==> src/rtl/pwfd_pkg.sv <==
// Shared types and constants for the pulse width frame decoder.
// No dependencies; imported by the decoder, the top level and the checker.
package pwfd_pkg;

  localparam int CNT_W       = 8;
  localparam int LEAD_W      = 24;
  localparam int RESP_W      = 64;
  localparam int TIME_W      = 15;
  localparam int NUM_BYTES   = 8;
  localparam int BCNT_W      = 4;

  // Frame lengths, in pulses, that select a result
  localparam logic [CNT_W-1:0] SHORT_FRAME  = 8'd9;
  localparam logic [CNT_W-1:0] MEDIUM_FRAME = 8'd25;
  localparam logic [CNT_W-1:0] LONG_FRAME   = 8'd90;
  localparam logic [CNT_W-1:0] CNT_MAX      = 8'd255;

  // Echoed command pulses ahead of the response field
  localparam int ECHO_PULSES = 25;

  // Byte counts reported for each frame kind
  localparam logic [BCNT_W-1:0] BYTES_NONE   = 4'd0;
  localparam logic [BCNT_W-1:0] BYTES_SHORT  = 4'd1;
  localparam logic [BCNT_W-1:0] BYTES_MEDIUM = 4'd3;
  localparam logic [BCNT_W-1:0] BYTES_LONG   = 4'd8;

  typedef logic [NUM_BYTES-1:0][7:0] byte_vec_t;

  typedef struct packed {
    logic [BCNT_W-1:0] byte_count;
    byte_vec_t         data;   // data[0] is the first byte
  } result_t;

endpackage

==> src/rtl/pwfd_decode.sv <==
// Frame result selection: picks byte count and bytes from the frame length.
// Depends on pwfd_pkg.
module pwfd_decode (
  input  logic [pwfd_pkg::CNT_W-1:0]  pulse_count,
  input  logic [pwfd_pkg::LEAD_W-1:0] leading_bits,
  input  logic [pwfd_pkg::RESP_W-1:0] response_bits,
  output pwfd_pkg::result_t           result
);
  import pwfd_pkg::*;

  // Unused bytes stay zero
  always_comb begin
    result = '0;
    if (pulse_count == SHORT_FRAME) begin
      result.byte_count = BYTES_SHORT;
      result.data[0]    = leading_bits[23:16];
    end else if (pulse_count == MEDIUM_FRAME) begin
      result.byte_count = BYTES_MEDIUM;
      result.data[0]    = leading_bits[23:16];
      result.data[1]    = leading_bits[15:8];
      result.data[2]    = leading_bits[7:0];
    end else if (pulse_count >= LONG_FRAME) begin
      result.byte_count = BYTES_LONG;
      for (int k = 0; k < NUM_BYTES; k++) begin
        result.data[k] = response_bits[RESP_W-1-8*k -: 8];
      end
    end
  end

endmodule

==> src/rtl/pulse_width_frame_decoder.sv <==
// Top level of the pulse width frame decoder: input register, bit store,
// frame counter and result register. Depends on pwfd_pkg and pwfd_decode.
//
//   channel | direction | handshake          | payload
//   in      | input     | in_valid/in_stall  | low_time, high_time, frame_end
//   out     | output    | out_valid/out_stall| byte_count, byte0..byte7
//
// One pulse per cycle sustained while no frame end waits on a stalled result;
// a pulse is taken into the input register, and as it leaves that register it
// updates the bit store or, on a frame end, clears it and loads the result
// register, from which the result is offered.
// Reset clears the pulse count, both bit stores and all valid flags.
// A frame end waits in the input register only while a result is stalled;
// other pulses keep flowing under an output stall.
module pulse_width_frame_decoder (
  input  logic                        clk,
  input  logic                        rst_n,
  input  logic                        in_valid,
  output logic                        in_stall,
  input  logic [pwfd_pkg::TIME_W-1:0] in_low_time,
  input  logic [pwfd_pkg::TIME_W-1:0] in_high_time,
  input  logic                        in_frame_end,
  output logic                        out_valid,
  input  logic                        out_stall,
  output logic [pwfd_pkg::BCNT_W-1:0] out_byte_count,
  output logic [7:0]                  out_byte0,
  output logic [7:0]                  out_byte1,
  output logic [7:0]                  out_byte2,
  output logic [7:0]                  out_byte3,
  output logic [7:0]                  out_byte4,
  output logic [7:0]                  out_byte5,
  output logic [7:0]                  out_byte6,
  output logic [7:0]                  out_byte7
);
  import pwfd_pkg::*;

  logic              s1_valid_r, s1_valid_nxt;
  logic [TIME_W-1:0] s1_low_r, s1_high_r;
  logic              s1_end_r;
  logic              in_accept, s1_advance;

  logic [CNT_W-1:0]  cnt_r, cnt_nxt, cnt_upd;
  logic [LEAD_W-1:0] lead_r, lead_nxt, lead_upd;
  logic [RESP_W-1:0] resp_r, resp_nxt, resp_upd;
  logic              one_bit;

  logic              out_valid_r, out_valid_nxt;
  result_t           out_res_r, dec_res;

  // Flow control: only a frame end needs room in the result register
  assign s1_advance = s1_valid_r && (!s1_end_r || !out_valid_r || !out_stall);
  assign in_stall   = s1_valid_r && !s1_advance;
  assign in_accept  = in_valid && !in_stall;

  always_comb begin
    s1_valid_nxt = s1_valid_r;
    if (in_accept) begin
      s1_valid_nxt = 1'b1;
    end else if (s1_advance) begin
      s1_valid_nxt = 1'b0;
    end
  end

  // Input register
  always_ff @(posedge clk) begin
    if (!rst_n) begin
      s1_valid_r <= 1'b0;
    end else begin
      s1_valid_r <= s1_valid_nxt;
    end
    if (in_accept) begin
      s1_low_r  <= in_low_time;
      s1_high_r <= in_high_time;
      s1_end_r  <= in_frame_end;
    end
  end

  // Bit store update for the pulse in the input register
  assign one_bit = s1_low_r < s1_high_r;

  always_comb begin
    lead_upd = lead_r;
    resp_upd = resp_r;
    for (int i = 0; i < LEAD_W; i++) begin
      if (one_bit && cnt_r == CNT_W'(i)) begin
        lead_upd[LEAD_W-1-i] = 1'b1;
      end
    end
    for (int j = 0; j < RESP_W; j++) begin
      if (one_bit && cnt_r == CNT_W'(ECHO_PULSES + RESP_W - 1 - j)) begin
        resp_upd[j] = 1'b1;
      end
    end
    cnt_upd = (cnt_r == CNT_MAX) ? cnt_r : cnt_r + 1'b1;
  end

  // Frame end returns the pulse count and both bit stores to zero
  always_comb begin
    cnt_nxt  = cnt_r;
    lead_nxt = lead_r;
    resp_nxt = resp_r;
    if (s1_advance) begin
      if (s1_end_r) begin
        cnt_nxt  = '0;
        lead_nxt = '0;
        resp_nxt = '0;
      end else begin
        cnt_nxt  = cnt_upd;
        lead_nxt = lead_upd;
        resp_nxt = resp_upd;
      end
    end
  end

  always_ff @(posedge clk) begin
    if (!rst_n) begin
      cnt_r  <= '0;
      lead_r <= '0;
      resp_r <= '0;
    end else begin
      cnt_r  <= cnt_nxt;
      lead_r <= lead_nxt;
      resp_r <= resp_nxt;
    end
  end

  pwfd_decode u_decode (
    .pulse_count   (cnt_upd),
    .leading_bits  (lead_upd),
    .response_bits (resp_upd),
    .result        (dec_res)
  );

  // Result register
  always_comb begin
    out_valid_nxt = out_valid_r;
    if (s1_advance && s1_end_r) begin
      out_valid_nxt = 1'b1;
    end else if (!out_stall) begin
      out_valid_nxt = 1'b0;
    end
  end

  always_ff @(posedge clk) begin
    if (!rst_n) begin
      out_valid_r <= 1'b0;
    end else begin
      out_valid_r <= out_valid_nxt;
    end
    if (s1_advance && s1_end_r) begin
      out_res_r <= dec_res;
    end
  end

  assign out_valid      = out_valid_r;
  assign out_byte_count = out_res_r.byte_count;
  assign out_byte0      = out_res_r.data[0];
  assign out_byte1      = out_res_r.data[1];
  assign out_byte2      = out_res_r.data[2];
  assign out_byte3      = out_res_r.data[3];
  assign out_byte4      = out_res_r.data[4];
  assign out_byte5      = out_res_r.data[5];
  assign out_byte6      = out_res_r.data[6];
  assign out_byte7      = out_res_r.data[7];

endmodule

==> config.mk <==
export PLATFORM = sky130hd
export DESIGN_NAME = pulse_width_frame_decoder
export DESIGN_NICKNAME = d
export VERILOG_FILES = /design/src/rtl/pwfd_pkg.sv /design/src/rtl/pwfd_decode.sv /design/src/rtl/pulse_width_frame_decoder.sv
export SDC_FILE = /design/constraint.sdc
export NUM_CORES = 1
export LEC_CHECK = 0
export BUFFER_PORTS_ARGS = -buffer_cell sky130_fd_sc_hd__clkbuf_2
export CORE_MARGIN = 4
export CORE_UTILIZATION = 58
export DETAILED_ROUTE_END_ITERATION = 6
export GPL_TIMING_DRIVEN = 0
export PLACE_DENSITY = 0.86
export RECOVER_POWER = 100
export SLEW_MARGIN = 20
export SYNTH_ARGS = -nofsm -noshare
export SYNTH_HDL_FRONTEND = slang
export SYNTH_SLANG_ARGS = --single-unit
==> constraint.sdc <==
create_clock -name clk -period 3.5 [get_ports clk]
set_input_delay 0 -clock clk [delete_from_list [all_inputs] [get_ports clk]]
set_output_delay 0 -clock clk [all_outputs]
set_load 0.03 [all_outputs]
## Yosys cells after proc, flatten, opt, wreduce, memory -nomap -nowiden

Index checks and enable logic that the tools add are counted.

- Bits in registers: 197
- Bits in latches: 0
- Memory bits (writable): 0
- Bits in read-only memories: 0
- Input bits: 35
- Output and inout bits: 70
- Word-level logic and storage cells: 316
- Memories: 0

- $add $sub $neg: 1
- Multiply operators: 0
- Div/mod/pow operators: 0
- Order comparisons: 2
- Eq/ne operators: 91
- Shifts and indexed selects: 0
- Muxes and demuxes: 100
- Bitwise logic cells: 1
- Reductions and logical operators: 103

Operators by type and width:

| operator | count |
|---|---|
| $eq 8x6->1 const B | 32 |
| $eq 8x7->1 const B | 25 |
| $eq 8x5->1 const B | 16 |
| $logic_and 1x1->1 | 92 |
| $mux 1 | 92 |
| $eq 8x4->1 const B | 9 |
| $mux 68 | 1 |
| $mux 64 | 1 |
| $mux 24 | 2 |
| $eq 8x3->1 const B | 4 |
| $mux 8 | 3 |
| $eq 8x2->1 const B | 2 |
| $lt 15x15->1 | 1 |
| $add 8x1->8 const B | 1 |
| $eq 8x1->1 const B | 1 |
| $eq 8x8->1 const B | 1 |
| $ge 8x7->1 const B | 1 |
| $logic_not 8->1 | 1 |
| $logic_not 1->1 | 5 |
| $reduce_or 3->1 | 1 |
| $logic_or 1x1->1 | 2 |
| $mux 2 | 1 |
| $ne 2x1->1 const B | 1 |
| $reduce_bool 2->1 | 1 |
| other kinds (2) | 2 |

## Logic depth before layout (Yosys ltp)

- Depth after elaboration: 9
- Mapped depth: 10
- Mapped depth without buffers: 8

## Hierarchy

A second synthesis with hierarchy kept.

- Cell total of the unflattened synthesis: 851
- Area, all modules: 8805.9 µm²

By module, submodules not included:

| module | instances | cells an instance | area each (µm²) | sequential area each (µm²) |
|---|---|---|---|---|
| pulse_width_frame_decoder | 1 | 770 | 8164.1 | 4934.7 |
| pwfd_decode | 1 | 81 | 641.9 | 0.0 |

## Worst setup path before layout

OpenSTA, ideal clock, no wires.

- Path type: flip-flop to flip-flop
- Start point: register out_valid_r (netlist: out_valid)
- End point: register cnt_r[0]
- Data arrival time: 3040 ps
- Data required time: 3372 ps
- Setup slack: 333 ps
- Cell stages (with the launch flop): 7
- Path buffers: 2
- Period minus slack after synthesis: 3167 ps
- Cell sequence: dfxtp_1 -> nand2_1 -> and3_1 -> nand2b_1 -> clkbuf_1 -> clkbuf_1 -> nor2_1

- Word-level cells in the longest chain between the ends: 4

Ends and longest elaborated chain:

| what | RTL line | source |
|---|---|---|
| from (decl) | pulse_width_frame_decoder.sv:47 | `logic out_valid_r, out_valid_nxt;` |
| from (signal assigned) | pulse_width_frame_decoder.sv:148 | `out_valid_r <= out_valid_nxt;` |
| $logic_not 1->1 | pulse_width_frame_decoder.sv:51 | `assign s1_advance = s1_valid_r && (!s1_end_r \|\| !out_valid_r \|\| !out_stall);` |
| $logic_or 1x1->1 (2 in a row) | pulse_width_frame_decoder.sv:51 |  |
| $logic_and 1x1->1 | pulse_width_frame_decoder.sv:51 |  |
| to (signal assigned) | pulse_width_frame_decoder.sv:121 | `cnt_r <= cnt_nxt;` |
| to (decl) | pulse_width_frame_decoder.sv:42 | `logic [CNT_W-1:0] cnt_r, cnt_nxt, cnt_upd;` |

Every way passes these cells.
A chain may end at the register's enable or synchronous reset.

## Worst setup path in the final report

- Start point: register cnt_r[1]
- End point: register out_res_r, in the netlist out_byte1[7], data pin

- Word-level cells in the longest chain between the ends: 5

Ends and longest elaborated chain:

| what | RTL line | source |
|---|---|---|
| $add 8x1->8 (tied with other cells) | pulse_width_frame_decoder.sv:94 | `cnt_upd = (cnt_r == CNT_MAX) ? cnt_r : cnt_r + 1'b1;` |
| $mux 8 / $logic_and 1x1->1 (equally long branches) | pulse_width_frame_decoder.sv:94, pulse_width_frame_decoder.sv:90 |  |
| $ge 8x7->1 / $mux 1 (equally long branches) | pwfd_decode.sv:22, pulse_width_frame_decoder.sv:90 |  |
| $mux 68 | pwfd_decode.sv:22 | `end else if (pulse_count >= LONG_FRAME) begin` |
| $mux 24 | pwfd_decode.sv:17 | `end else if (pulse_count == MEDIUM_FRAME) begin` |
| to (signal assigned) | pulse_width_frame_decoder.sv:151 | `out_res_r <= dec_res;` |
| to (decl) | pulse_width_frame_decoder.sv:48 | `result_t out_res_r, dec_res;` |

Parallel ways exist; a longest one is shown, timed or not.

==> impl_metrics.tcl <==
set metrics [dict create \
    slowest_delay_ns 0.55 \
    synth_edf_count 98 \
    post-route-min-period_ns 3.10 \
    synth_cells 780 \
    crit_type "reg -> reg" \
    post-place-ws_ns 0.686 \
    critPathBufInv 3 \
    p_leak_nw 3.33 \
    insertion_delay_ns 0.45 \
    start_util_pct 59.4 \
    ys_types 60 \
    nets 991 \
    syn_area_sq_um 8280 \
    worstPathRequired_ns 3.66 \
    drt_pass1_iterations 5 \
    crit_start "cnt_r[1]$_SDFFE_PN0P_" \
    crit_fanout 11 \
    wire_per_inst_um 19.2 \
    rows 43 \
    min_path_type "in -> reg" \
    multi_input_area_sq_um 2930 \
    ios 105 \
    hold_violations 0 \
    p_per_area_nw_per_um2 480 \
    gr-total-overflow 0 \
    cts.sinks 196 \
    grt_pass1_wl_um 34000 \
    violations "capacitance limit, slew limit" \
    final_cell_mix "a21oi_1 (138), nor2_1 (129), clkbuf_1 (118), dfxtp_1 (98), edfxtp_1 (98)" \
    syn2layout_area_growth_pct 18.1 \
    skew_ns 0.00815 \
    die_h_um 127 \
    dp.final_hpwl_um 14000 \
    synthFlopType "edfxtp_1" \
    regToRegEndpoint "out_byte1[7]$_SDFFCE_PP0P_" \
    grt_antenna_before_repair 0 \
    rsz0062_at_grt "false" \
    cts.path.max_buffers 2 \
    io_buffers 103 \
    dieArea_sq_um 16300 \
    crit_family "buffers and inverters" \
    ys_warn_count 0 \
    status "complete, but fails checks" \
    slew_headroom_pct -1.20 \
    cts_resized 0 \
    synth_seq_cells 196 \
    maxCapViolCount 1 \
    antenna_cells 0 \
    layout_commonest_cell "a21oi_1" \
    fmax_ghz 0.322 \
    clkTransAtPathRegs_ns 0.07 \
    reg2reg_depth 10 \
    grt_pass1_vias 6595 \
    start_kind "flop" \
    hold_buffers 33 \
    synth_area_leaders "edfxtp_1 (36%), dfxtp_1 (24%), a21oi_1 (8.3%), nor2_1 (5.8%), ha_1 (3.0%)" \
    drc 0 \
    endpoint_kind "flop" \
    drive_above_1_share_pct 11.8 \
    regToRegSetupSlack_ns 0.40 \
    grtUsageTotal_pct 27.2 \
    final_util_pct 70.2 \
    yosysTopAreaCell "edfxtp_1" \
    cts_tree "built" \
    drv_slew 32 \
    async_reset_ff_share_pct 0 \
    drtAntennaViolNets 0 \
    avgSynthCellArea_sq_um 10.6 \
    crit_chain "ha_1 -> clkbuf_1 -> nand2_1 -> or2_0 -> mux2i_4 -> o211ai_4 -> inv_2 -> o211ai_2 -> clkbuf_2 -> o22ai_1" \
    post_drt_via_cell_ratio 5.99 \
    post_cts_buffers 0 \
    setup_viol 0 \
    cts_buffers 17 \
    wl_um 21700 \
    synth_nets 835 \
    seq_area_sq_um 4900 \
    num-fill-cells 1038 \
    dr_total_vias 6763 \
    critical_path.endpoint "out_byte1[7]$_SDFFCE_PP0P_" \
    r2r-start "cnt_r[1]$_SDFFE_PN0P_" \
    worstMarginPinSlew_ns 1.51 \
    htree_levels 4 \
    fin_ws_ns 0.397 \
    crit_slowest_cell "dfxtp_1" \
    drtIter0Drc 906 \
    seq_area_frac_synth_pct 59.2 \
    core_sq_um 13900 \
    peakVddDrop_v 0.000387 \
    yosys.area.top_type_share_pct 35.5 \
    clock_tree.root_cell "clkbuf_16" \
    grt_max_degree 40 \
    die-width_um 127 \
    min_period_over_period_pct 88.7 \
    cp_data_arrival_time_ns 3.27 \
    cp_num_cells 10 \
    gp_congestion 0.979 \
]
-- cell usage after synthesis, types with 2 or more instances --
cell and instances:
buf_4 9, nor3_1 6, and2_0 3, edfxtp_1 98
nand2b_1 6, nand3_1 5, a21o_1 2, inv_1 20
a21boi_0 3, nor3_2 2, or3_1 2, and2_1 18
nand2_1 19, a21oi_2 7, nor4_1 2, o21a_1 3
nor2b_1 9, o211ai_4 2, buf_2 16, a211oi_2 2
buf_6 3, o21ai_0 12, dfxtp_1 98, nand4_1 5
inv_2 2, o22ai_1 14, clkbuf_1 36, a21oi_1 138
o22ai_2 12, ha_1 20, a41oi_1 12, nor2_1 129
xor2_1 2, a31oi_1 23, and3_1 9, a22o_1 7
-- per-stage QoR --
stage	std cells	instance area [sq um]	hold slack (ns)	setup TNS (ns)	power [mW]
global placement	1063	9020	0.177	-40.56	2.80
finish	1129	9780	0.116	0	4.69
global route	1129	9780	0.156	0	4.83
CTS	1129	9960	0.0731	0	4.69
detailed placement	1064	9050	0.179	0	2.81
floorplan	780	8280	0.0989	0	2.71
-- final cells by class --
class,count,area share (%)
plain buffers,64,2.90
clock buffers,18,4.39
clock inverters,14,1.47
inverters,22,0.845
multi-input cells,498,30.0
flip-flops and latches,196,50.2
well taps,180,2.30
repair buffers,137,7.96
-- sequential cells by signal, summed over array words and instances (netlist names) --
name	cells
s1_end_r	1
out_byte5	8
out_byte_count	3
s1_valid_r	1
out_byte7	8
s1_low_r	15
out_byte0	8
cnt_r	8
out_byte4	8
out_valid	1
out_byte2	8
out_byte3	8
resp_r	64
out_byte1	8
lead_r	24
s1_high_r	15
out_byte6	8
-- metal layers --
layer | global-route usage, % | vias up | share of wire [%]
li1 | - | 3110 | -
met1 | 34.3 | 3171 | 38
met2 | 43.0 | 411 | 48
met3 | 7.40 | 69 | 10
met4 | 13.5 | 2 | 3.9
met5 | 2.17 | - | 0.22
-- report_power, final --
group	leakage, nW	internal [mW]	switching (mW)	total, mW
Combinational	1.39	0.0976	0.219	0.316
Sequential	1.65	2.45	0.0192	2.47
Clock	0.284	1.00	0.903	1.91
Total	3.33	3.55	1.14	4.69
-- worst reg2reg max path: stages, from the launching register on --
cell      delay (ns)
dfxtp_1         0.55
ha_1            0.23
clkbuf_1        0.29
nand2_1         0.13
or2_0           0.30
mux2i_4         0.24
o211ai_4        0.21
inv_2           0.09
o211ai_2        0.23
clkbuf_2        0.40
o22ai_1         0.17
-- how the worst min path moves through the flow --
stage	startpoint	to	slack [ns]	depth (start not counted)
2_1_floorplan	in_frame_end	s1_end_r$_DFFE_PP_	0.1	0
3_5_place_dp	in_frame_end	s1_end_r$_DFFE_PP_	0.18	1
3_3_place_gp	in_low_time[4]	s1_low_r[4]$_DFFE_PP_	0.18	1
5_1_grt	rst_n	resp_r[0]$_SDFFE_PN0P_	0.16	4
4_1_cts	rst_n	resp_r[7]$_SDFFE_PN0P_	0.07	4
6_report	rst_n	resp_r[7]$_SDFFE_PN0P_	0.12	4
-- kinds of logic after synthesis --
family | count (synthesis) | synth area share, %
AOI/OAI and AO/OA | 249 | 19.5
xor gates and xnor gates | 3 | 0.317
muxes | 2 | 0.393
and+or+nand+nor | 223 | 12.7
buffers and inverters | 86 | 4.82
DFF | 196 | 59.2
other | 1 | 0.0453
adders and majority gates | 20 | 3.02
Power figures use the tool's default switching activity.
